===== src/rtl/wsfd_pkg.sv =====
// Shared types and constants for the WebSocket frame deframer.
`timescale 1ns / 1ps

package wsfd_pkg;

    // Second header byte length codes that announce an extended length
    localparam logic [6:0] LEN_EXT16 = 7'd126;
    localparam logic [6:0] LEN_EXT64 = 7'd127;

    // Output tdata width: fin, opcode, masked, frame_len, out_byte, padded to bytes
    localparam int OUT_TDATA_W = 80;

    // Result kinds carried on tuser
    localparam logic KIND_HEADER  = 1'b0;
    localparam logic KIND_PAYLOAD = 1'b1;

    // One received beat
    typedef struct packed {
        logic [7:0] in_byte;
        logic       frame_start;
    } in_item_t;

    // One result beat
    typedef struct packed {
        logic        kind;
        logic        fin;
        logic [3:0]  opcode;
        logic        masked;
        logic [63:0] frame_len;
        logic [7:0]  out_byte;
        logic        last;
    } result_t;

endpackage


===== src/rtl/websocket_frame_deframer_unit.sv =====
// Top level of the WebSocket frame deframer.
//
//  Channel   Dir  tdata                                         tuser        tlast
//  s_axis    in   [7:0] in_byte                                 frame_start  -
//  m_axis    out  [0] fin [4:1] opcode [5] masked               kind         last
//                 [69:6] frame_len [77:70] out_byte
//
// One beat per cycle while the sink does not stall: a received byte is registered
// in the input register, then parsed and unmasked by the header state machine, and
// the result lands in the output register, so throughput is one byte per cycle.
// Reset (rst_n low, asynchronous) empties both registers and returns the parser
// to waiting for a first header byte. A stalled sink holds the output register
// and backs up through the input register; header bytes that give no result
// still advance while the output register is free.
`timescale 1ns / 1ps

module websocket_frame_deframer_unit (
    input  logic                              clk,
    input  logic                              rst_n,
    input  logic                              s_axis_tvalid,
    output logic                              s_axis_tready,
    input  logic [7:0]                        s_axis_tdata,   // [7:0] in_byte
    input  logic                              s_axis_tuser,   // [0] frame_start
    output logic                              m_axis_tvalid,
    input  logic                              m_axis_tready,
    output logic [wsfd_pkg::OUT_TDATA_W-1:0]  m_axis_tdata,   // fin, opcode, masked,
                                                              // frame_len, out_byte
    output logic                              m_axis_tuser,   // [0] kind
    output logic                              m_axis_tlast    // last
);
    import wsfd_pkg::*;

    in_item_t item;
    result_t  res;
    logic     item_valid;
    logic     res_valid;
    logic     out_free;
    logic     step;

    // Parser advances when a beat is held and the output register has room
    assign step = item_valid && out_free;

    wsfd_in_stage u_in (
        .clk           (clk),
        .rst_n         (rst_n),
        .s_axis_tvalid (s_axis_tvalid),
        .s_axis_tready (s_axis_tready),
        .s_axis_tdata  (s_axis_tdata),
        .s_axis_tuser  (s_axis_tuser),
        .take          (step),
        .item_valid    (item_valid),
        .item          (item)
    );

    wsfd_parser u_parser (
        .clk       (clk),
        .rst_n     (rst_n),
        .step      (step),
        .item      (item),
        .res_valid (res_valid),
        .res       (res)
    );

    wsfd_out_stage u_out (
        .clk           (clk),
        .rst_n         (rst_n),
        .load          (step && res_valid),
        .res           (res),
        .can_take      (out_free),
        .m_axis_tvalid (m_axis_tvalid),
        .m_axis_tready (m_axis_tready),
        .m_axis_tdata  (m_axis_tdata),
        .m_axis_tuser  (m_axis_tuser),
        .m_axis_tlast  (m_axis_tlast)
    );

endmodule


===== src/rtl/wsfd_in_stage.sv =====
// Input register stage: captures one received beat and holds it for the parser.
`timescale 1ns / 1ps

module wsfd_in_stage (
    input  logic                clk,
    input  logic                rst_n,
    input  logic                s_axis_tvalid,
    output logic                s_axis_tready,
    input  logic [7:0]          s_axis_tdata,   // [7:0] in_byte
    input  logic                s_axis_tuser,   // [0] frame_start
    input  logic                take,           // parser consumes the held beat
    output logic                item_valid,
    output wsfd_pkg::in_item_t  item
);
    import wsfd_pkg::*;

    logic     valid_reg;
    logic     valid_next;
    in_item_t item_reg;

    // Room when empty or when the held beat leaves this cycle
    assign s_axis_tready = !valid_reg || take;

    always_comb
    begin
        valid_next = valid_reg;
        if (s_axis_tvalid && s_axis_tready)
        begin
            valid_next = 1'b1;
        end
        else if (take)
        begin
            valid_next = 1'b0;
        end
    end

    always_ff @(posedge clk or negedge rst_n)
    begin
        if (!rst_n)
        begin
            valid_reg <= 1'b0;
        end
        else
        begin
            valid_reg <= valid_next;
        end
    end

    // Payload capture, no reset needed
    always_ff @(posedge clk)
    begin
        if (s_axis_tvalid && s_axis_tready)
        begin
            item_reg.in_byte     <= s_axis_tdata;
            item_reg.frame_start <= s_axis_tuser;
        end
    end

    assign item_valid = valid_reg;
    assign item       = item_reg;

endmodule


===== src/rtl/wsfd_parser.sv =====
// Header parse state machine and payload unmasking, one beat per cycle while step is high.
`timescale 1ns / 1ps

module wsfd_parser (
    input  logic                clk,
    input  logic                rst_n,
    input  logic                step,           // process the beat on item this cycle
    input  wsfd_pkg::in_item_t  item,
    output logic                res_valid,
    output wsfd_pkg::result_t   res
);
    import wsfd_pkg::*;

    // Parse phases
    localparam logic [2:0] PH_B0   = 3'd0;
    localparam logic [2:0] PH_B1   = 3'd1;
    localparam logic [2:0] PH_EXT  = 3'd2;
    localparam logic [2:0] PH_KEY  = 3'd3;
    localparam logic [2:0] PH_DATA = 3'd4;

    logic [2:0]  phase_reg,     phase_next;
    logic        fin_reg,       fin_next;
    logic [3:0]  opcode_reg,    opcode_next;
    logic        mask_reg,      mask_next;
    logic [63:0] length_reg,    length_next;
    logic [2:0]  hidx_reg,      hidx_next;
    logic [31:0] key_reg,       key_next;
    logic [1:0]  kphase_reg,    kphase_next;
    logic [63:0] remain_reg,    remain_next;

    logic [2:0]  phase;
    logic [6:0]  len7;
    logic [7:0]  key_byte;
    logic        hdr_done;
    logic        after_len;
    logic        pay_out;
    logic        pay_last;

    assign len7 = item.in_byte[6:0];

    // Key byte for the current payload position, most significant first
    always_comb
    begin
        unique case (kphase_reg)
            2'd0:    key_byte = key_reg[31:24];
            2'd1:    key_byte = key_reg[23:16];
            2'd2:    key_byte = key_reg[15:8];
            default: key_byte = key_reg[7:0];
        endcase
    end

    // Next state
    always_comb
    begin
        phase_next  = phase_reg;
        fin_next    = fin_reg;
        opcode_next = opcode_reg;
        mask_next   = mask_reg;
        length_next = length_reg;
        hidx_next   = hidx_reg;
        key_next    = key_reg;
        kphase_next = kphase_reg;
        remain_next = remain_reg;
        after_len   = 1'b0;
        hdr_done    = 1'b0;
        pay_out     = 1'b0;
        pay_last    = 1'b0;

        // Resync or unused phase code restarts at the first header byte
        phase = (item.frame_start || phase_reg > PH_DATA) ? PH_B0 : phase_reg;

        unique case (phase)
            PH_B0:
            begin
                fin_next    = item.in_byte[7];
                opcode_next = item.in_byte[3:0];
                phase_next  = PH_B1;
            end
            PH_B1:
            begin
                mask_next   = item.in_byte[7];
                key_next    = 32'd0;
                length_next = 64'd0;
                if (len7 == LEN_EXT16)
                begin
                    hidx_next  = 3'd1;
                    phase_next = PH_EXT;
                end
                else if (len7 == LEN_EXT64)
                begin
                    hidx_next  = 3'd7;
                    phase_next = PH_EXT;
                end
                else
                begin
                    length_next = {57'd0, len7};
                    after_len   = 1'b1;
                end
            end
            PH_EXT:
            begin
                length_next = {length_reg[55:0], item.in_byte};
                if (hidx_reg == 3'd0)
                begin
                    after_len = 1'b1;
                end
                else
                begin
                    hidx_next = hidx_reg - 3'd1;
                end
            end
            PH_KEY:
            begin
                key_next = {key_reg[23:0], item.in_byte};
                if (hidx_reg == 3'd0)
                begin
                    hdr_done = 1'b1;
                end
                else
                begin
                    hidx_next = hidx_reg - 3'd1;
                end
            end
            PH_DATA:
            begin
                pay_out     = 1'b1;
                kphase_next = kphase_reg + 2'd1;
                remain_next = remain_reg - 64'd1;
                pay_last    = (remain_reg == 64'd1);
                if (remain_reg == 64'd1)
                begin
                    phase_next = PH_B0;
                end
            end
            default:
            begin
                phase_next = PH_B1;
            end
        endcase

        // Length complete: fetch the key, or the header is done
        if (after_len)
        begin
            if (mask_next)
            begin
                phase_next = PH_KEY;
                hidx_next  = 3'd3;
            end
            else
            begin
                hdr_done = 1'b1;
            end
        end

        if (hdr_done)
        begin
            remain_next = length_next;
            kphase_next = 2'd0;
            phase_next  = (length_next == 64'd0) ? PH_B0 : PH_DATA;
        end
    end

    // Result for this beat
    always_comb
    begin
        res_valid          = hdr_done || pay_out;
        res.kind           = pay_out ? KIND_PAYLOAD : KIND_HEADER;
        res.fin            = fin_next;
        res.opcode         = opcode_next;
        res.masked         = mask_next;
        res.frame_len      = length_next;
        res.out_byte       = pay_out ? (item.in_byte ^ key_byte) : 8'd0;
        res.last           = pay_out ? pay_last : (length_next == 64'd0);
    end

    always_ff @(posedge clk or negedge rst_n)
    begin
        if (!rst_n)
        begin
            phase_reg  <= PH_B0;
            fin_reg    <= 1'b0;
            opcode_reg <= 4'd0;
            mask_reg   <= 1'b0;
            length_reg <= 64'd0;
            hidx_reg   <= 3'd0;
            key_reg    <= 32'd0;
            kphase_reg <= 2'd0;
            remain_reg <= 64'd0;
        end
        else if (step)
        begin
            phase_reg  <= phase_next;
            fin_reg    <= fin_next;
            opcode_reg <= opcode_next;
            mask_reg   <= mask_next;
            length_reg <= length_next;
            hidx_reg   <= hidx_next;
            key_reg    <= key_next;
            kphase_reg <= kphase_next;
            remain_reg <= remain_next;
        end
    end

endmodule


===== src/rtl/wsfd_out_stage.sv =====
// Output register stage: holds one result beat until the sink takes it.
`timescale 1ns / 1ps

module wsfd_out_stage (
    input  logic                          clk,
    input  logic                          rst_n,
    input  logic                          load,       // new result this cycle
    input  wsfd_pkg::result_t             res,
    output logic                          can_take,   // register free next edge
    output logic                          m_axis_tvalid,
    input  logic                          m_axis_tready,
    output logic [wsfd_pkg::OUT_TDATA_W-1:0] m_axis_tdata,
    output logic                          m_axis_tuser,
    output logic                          m_axis_tlast
);
    import wsfd_pkg::*;

    logic    valid_reg;
    logic    valid_next;
    result_t res_reg;

    assign can_take = !valid_reg || m_axis_tready;

    always_comb
    begin
        valid_next = valid_reg;
        if (load)
        begin
            valid_next = 1'b1;
        end
        else if (m_axis_tready)
        begin
            valid_next = 1'b0;
        end
    end

    always_ff @(posedge clk or negedge rst_n)
    begin
        if (!rst_n)
        begin
            valid_reg <= 1'b0;
        end
        else
        begin
            valid_reg <= valid_next;
        end
    end

    always_ff @(posedge clk)
    begin
        if (load)
        begin
            res_reg <= res;
        end
    end

    // Pack fields, lowest bit first
    assign m_axis_tvalid = valid_reg;
    assign m_axis_tuser  = res_reg.kind;
    assign m_axis_tlast  = res_reg.last;
    assign m_axis_tdata  = {2'b00, res_reg.out_byte, res_reg.frame_len,
                            res_reg.masked, res_reg.opcode, res_reg.fin};

endmodule

===== config.mk =====
export PLATFORM = sky130hd
export DESIGN_NAME = websocket_frame_deframer_unit
export DESIGN_NICKNAME = d
export VERILOG_FILES = /design/src/rtl/wsfd_pkg.sv /design/src/rtl/websocket_frame_deframer_unit.sv /design/src/rtl/wsfd_in_stage.sv /design/src/rtl/wsfd_parser.sv /design/src/rtl/wsfd_out_stage.sv
export SDC_FILE = /design/constraint.sdc
export NUM_CORES = 1
export LEC_CHECK = 0
export BUFFER_PORTS_ARGS = -buffer_cell sky130_fd_sc_hd__clkbuf_2
export CAP_MARGIN = 20
export CORE_ASPECT_RATIO = 1.4
export CORE_MARGIN = 1.5
export CORE_UTILIZATION = 51
export CTS_CLUSTER_SIZE = 24
export DETAILED_ROUTE_END_ITERATION = 12
export PLACE_DENSITY = 0.69
export SLEW_MARGIN = 20
export SYNTH_ARGS = -nofsm -noshare
export SYNTH_HDL_FRONTEND = slang
export SYNTH_SLANG_ARGS = --single-unit

===== constraint.sdc =====
create_clock -name clk -period 12.3 [get_ports clk]
set_clock_uncertainty 0.05 [all_clocks]
set_input_delay 1.845 -clock clk [delete_from_list [all_inputs] [get_ports clk]]
set_output_delay 1.845 -clock clk [all_outputs]
set_load 0.05 [all_outputs]

Yosys cells after proc, flatten, opt, wreduce, memory -nomap -nowiden:

Cells that the tools add are included.

* flip-flop bits (word level): 265
* logic and storage cells: 96

* add/sub/neg operators: 3
* magnitude comparators: 1
* equal/unequal tests: 9
* mux-type cells: 42
* bitwise gates (word level): 1
* reductions and logical operators: 20

Operator list (count)
* 64-bit two-way mux: 3
* 64-bit case mux with 2 select lines: 1
* 64-bit by 1-bit == test with 1-bit output, second input constant: 1
* 64-bit logical NOT: 1
* 32-bit case mux with 2 select lines: 1
* 64-bit by 1-bit subtractor with 64-bit output, second input constant: 1
* 3-bit two-way mux: 13
* 8-bit case mux with 3 select lines: 1
* 1-bit two-way mux: 16
* 7-bit == test, second input constant: 2
* 3-bit case mux with 3 select lines: 1
* 2-bit nonzero test: 4
* 8-bit XOR: 1
* 7-bit two-way mux: 1
* 3-bit by 2-bit == test with 1-bit output, second input constant: 2
* 3-bit logical NOT: 2
* 3-bit case mux with 2 select lines: 1
* 1-bit logical OR: 4
* 2-bit two-way mux: 2
* 4-bit two-way mux: 1
* 2-bit AND reduction: 2
* 3-bit by 1-bit == test with 1-bit output, second input constant: 1
* 3-bit == test, second input constant: 1
* 3-bit > comparator, second input constant: 1
* 9 further kinds: 12

Depth between registers and ports, before layout:

* depth after elaboration: 10
* depth in mapped cells: 12

By module:

Synthesis repeated with hierarchy kept, for this count alone.

* cells, all modules: 1321
* area total of the unflattened synthesis: 13195.2 µm²

By module, submodules not included
* wsfd_parser: times used 1, cells each 1220, area each 10390.0 µm², seq. area each 4354.2 µm²
* wsfd_out_stage: times used 1, cells each 86, area each 2468.6 µm², seq. area each 2427.3 µm²
* wsfd_in_stage: times used 1, cells each 13, area each 324.1 µm², seq. area each 295.3 µm²
* websocket_frame_deframer_unit: times used 1, cells each 2, area each 12.5 µm², seq. area each 0.0 µm²

Worst setup path before layout:

OpenSTA, ideal clock, no wires.

* path kind: input-to-reg
* start point: input m_axis_tready
* end point: register u_parser.remain_reg[29]
* library setup time: 0.122 ns
* arrival: 5.552 ns
* required time: 12.128 ns
* slack: 6.577 ns
* cell stages on the path: 9
* path through: nand2b_1 > and3_1 > clkbuf_1 > nor2_1 > inv_1 > clkbuf_1 > o21ai_0 > nand2_1 > nand2_1

* word-level cells in the longest chain between the ends: 3

RTL lines
* start, declared: line websocket_frame_deframer_unit.sv:25 `input logic m_axis_tready,`
* 1-bit logical OR: line wsfd_out_stage.sv:22 `assign can_take = !valid_reg || m_axis_tready;`
* 1-bit logical AND: line websocket_frame_deframer_unit.sv:41 `assign step = item_valid && out_free;`
* 2-bit AND reduction (no line)
* end signal, assigned: line wsfd_parser.sv:200 `remain_reg <= remain_next;`
* end, declared: line wsfd_parser.sv:29 `logic [63:0] remain_reg, remain_next;`

Every way passes these cells.
A chain may end at the register's enable or synchronous reset.

Final worst setup path:

* start point: register u_parser.phase_reg[0]
* end point: register u_parser.remain_reg[4]

* word-level cells in the longest chain between the ends: 9
* elaborated cells between the ends (all ways): 16

RTL lines
* start, declared: line wsfd_parser.sv:21 `logic [2:0] phase_reg, phase_next;`
* start signal, assigned: line wsfd_parser.sv:192 `phase_reg <= phase_next;`
* 3-bit > comparator: line wsfd_parser.sv:70 `phase = (item.frame_start || phase_reg > PH_DATA) ? PH_B0 : phase_reg;`
* 1-bit logical OR: line wsfd_parser.sv:70
* 3-bit two-way mux (*): line wsfd_parser.sv:70
* 3-bit by 2-bit == test with 1-bit output or 3-bit by 1-bit == test with 1-bit output (tied branches): line wsfd_parser.sv:72 `unique case (phase)`
* 1-bit two-way mux: line wsfd_parser.sv:72
* 1-bit two-way mux: line wsfd_parser.sv:144 `if (mask_next)`
* 1-bit two-way mux: line wsfd_parser.sv:142 `if (after_len)`
* 2-bit nonzero test (no line)
* 2-bit AND reduction (no line)

Mark *: on every way between the ends. The rest lies on a longest branch, timed or not.

==> impl_results.md <==
- Internal power: roughly 1.8 mW
- Post-Syn Area: 12,400 um^2
- Largest net degree at the start of global routing: between 70 and 80
- Max reg flops: 78
- Die width: between 100 and 150 um
- R2r endpoint: u_parser.remain_reg[4]
- Status: finished, final reports clean
- Layout cells sized above 1: 13.2%
- DR vias: 10,300
- Leak: just over 6 nW
- Pwr/cell area: 203 nW/um^2
- FF+latch area: slightly above 7000 um^2
- GRT Total Usage: approximately 28%
- Pwr Total: 2.84 mW
- Most common cell after layout, fill and taps aside: nand2_1
- Vias in the first global route: slightly below 10,000
- Post-synth EDFFs: about 90
- Syn_area_per_cell: a little under 10 um^2
- Final nets: approximately 1,300
- RR Startpoint: u_parser.phase_reg[0]
- Core Area: approximately 24,000 um^2
- Total number of H-tree levels: 1
- YS warnings: 0
- Critical Path End Type: flop
- Port Buffers: 94
- Fraction of registers with async set/reset: between 60% and 70%
- Setup total negative slack: 0 ns
- Post-CTS sizing: 0
- Wire length per cell: roughly 22 um
- DRC violations left: 0
- Worst-Skew Late Latency: roughly 0.54 ns
- Hpwl dp: between 20,000 and 25,000 um
- DRT Wirelength: 35,700 um
- Die Y: 188 um
- Ys flop type: dfrtp_1
- Sequential Power Share: a little over two fifths
- Setup Buffers After CTS: 0
- Min Tclk post-route: between 4 and 5 ns
- Max transition margin: 32.4%
- CTS tree: built
- Register area share after synthesis: approximately 57%
- Worst-path clk slew: around 0.07 ns
- Clk sinks: 265
- Max_cap viols: 0
- DRT Pass-1 Iters: 6
- Register bit total from synthesis: approximately 270
- Critical path class: flop to flop
- Multi-input logic area: between 4000 and 5000 um^2
- Switch Pwr: ~1.1 mW
- Reg2reg path depth: 10
- Max Slew Vio Count: 0
- GRT overflow: 0
- Combinational power share: just under 30%
- Num CTS Buffers: 27
- Synth-to-Final Area Change: 12.4%
- CTS Root Cell: clkbuf_16
- Clk buf depth: 3
- CP required: about 13 ns
- DRT iter0 DRCs: approximately 1,000
- Setup slack after layout: 7.97 ns
- Most frequent cells in the layout: 271 x nand2_1, 176 x dfrtp_1, 129 x o21ai_0
- CP Max Fanout: between 50 and 60
- Clock share of power: approximately 27%
- Crit path DAT: approximately 4.7 ns
- Initial antenna violation count: 0
- Initial core utilization: between 50% and 60%
- Crit path from: u_parser.phase_reg[0]
- Startpoint Class: flop
- Synth unique cells: 67
- Peak Freq: around 0.23 GHz
- Cells after synthesis: approximately 1,300
- Flop-to-flop setup slack: 7.97 ns
- Measured slew at the worst slew-check pin: about 1.0 ns
- Fillers: about 2,100
- First-pass GRT wire length: roughly 56,000 um
- Area contributors post-synth: dfrtp_1 35%, edfxtp_1 21%, nand2_1 8.2%
- Cell Rows: 67
- Share of the synthesized area in the top cell type: a little over a third
- # diodes: 0
- Period utilization: between 30% and 40%
- Sw Share: between 30% and 40%
- Post-route antenna net violation count: 0
- HP Class: flop to flop
- Setup crit end: u_parser.remain_reg[4]
- # IOs: slightly below 100
- Final Wtd Congestion: around 0.86
- Drt via density: approximately 6.2
- Dpl ws: slightly below 8 ns
- Cell accounting for the most synthesized area: dfrtp_1
- Fin. Hold Viols: 0
- DIE AREA: around 25,000 um^2
- Worst VDD drop: 126 uV
- Final setup viols: 0
- Hold_buf cts: 0
- RSZ-0062 raised after global routing: no
[worst max-delay path, stage by stage (launching register included)]
cell and delay [ns]:
dfrtp_1 0.66, nor2_1 0.27, nand3b_1 0.59, inv_1 0.46, and3_1 0.21, buf_4 0.27
nor2_1 0.14, inv_4 0.45, buf_4 0.64, o21ai_0 0.19, a22o_1 0.22
[cells in the mapped netlist (4+ instances only)]
| cell type | n |
|---|---|
| dfrtp_1 | 176 |
| edfxtp_1 | 89 |
| nand3_1 | 19 |
| a31oi_1 | 5 |
| o311ai_0 | 14 |
| nand2b_1 | 7 |
| ha_1 | 8 |
| buf_1 | 7 |
| o21ai_0 | 129 |
| nor2_1 | 69 |
| a22o_1 | 37 |
| and3_1 | 4 |
| xnor2_1 | 9 |
| or3_1 | 17 |
| inv_1 | 41 |
| nor4_1 | 21 |
| o22ai_1 | 4 |
| a21oi_1 | 42 |
| a222oi_1 | 8 |
| o211ai_1 | 10 |
| mux2i_1 | 4 |
| nand2_1 | 272 |
| nand3b_1 | 8 |
| o221ai_1 | 5 |
| o31ai_1 | 6 |
| nor3_1 | 41 |
| a211oi_1 | 13 |
| and2_1 | 7 |
| a211o_1 | 4 |
| mux2_2 | 9 |
| nor2b_1 | 8 |
| nand4_1 | 6 |
| a22oi_1 | 27 |
| clkbuf_1 | 68 |
| or4_1 | 15 |
| nor4b_1 | 4 |
[layout make-up]
class | instances | share of cell area [%]
clock inverter | 12 | 0.609
tap | 310 | 2.78
inverter | 41 | 1.12
timing repair buffer | 111 | 4.33
multi-input combinational | 879 | 35.3
clock buffer | 37 | 5.18
sequential | 265 | 50.7
[cell families (layout without fill, tap and decap cells)]
group                      count (synthesis)  count (layout)  share of synthesized area, %
other                                      1               2                        0.0302
xor gates and xnor gates                  11              11                         0.775
buffers and inverters                    121             201                          3.74
DFF                                      265             265                          56.9
muxes                                     13              13                          1.14
adders and majority gates                  8               8                         0.805
and+or+nand+nor                          516             516                          19.1
AOI/OAI and AO/OA                        329             329                          17.4
[worst min path at each step]
stage | start | endpoint | slack (ns) | cells after the start
after floorplan | u_parser.remain_reg[50] | u_parser.remain_reg[50] | 0.39 | 1
after global placement | u_parser.opcode_reg[0] | u_parser.opcode_reg[0] | 0.41 | 2
after detailed placement | u_parser.hidx_reg[0] | u_parser.hidx_reg[0] | 0.42 | 1
after CTS | u_parser.hidx_reg[0] | u_parser.hidx_reg[0] | 0.43 | 1
after global routing | u_parser.remain_reg[10] | u_parser.remain_reg[10] | 0.47 | 2
final | u_parser.hidx_reg[0] | u_parser.hidx_reg[0] | 0.43 | 1
[layer usage]
layer | GRT usage, % | part of all wire [%] | vias up
li1 | - | - | 4706
met1 | 36.5 | 39 | 5005
met2 | 46.4 | 48 | 423
met3 | 3.22 | 6.3 | 125
met4 | 16.9 | 6.7 | 0
met5 | 0 | 0 | -
[through the flow]
| stage | hold slack [ns] | utilization [%] | cells | cell area [um^2] |
|---|---|---|---|---|
| floorplan | 0.390 | - | 1265 | 12400 |
| global placement | 0.405 | 54.9 | 1606 | 13200 |
| detailed placement | 0.419 | 54.9 | 1606 | 13200 |
| CTS | 0.427 | 58.2 | 1655 | 14000 |
| global route | 0.465 | 58.3 | 1655 | 14000 |
| finish | 0.427 | 58.3 | 1655 | 14000 |
[power by group through the flow]
stage	Sequential, mW	Clock (mW)	Combinational, mW
after global routing	1.24	0.809	0.925
after CTS	1.22	0.778	0.848
after floorplan	1.31	0	0.502
final	1.23	0.767	0.848
after detailed placement	1.23	0	0.842
after global placement	1.23	0	0.829
Power figures use the tool's default switching activity.
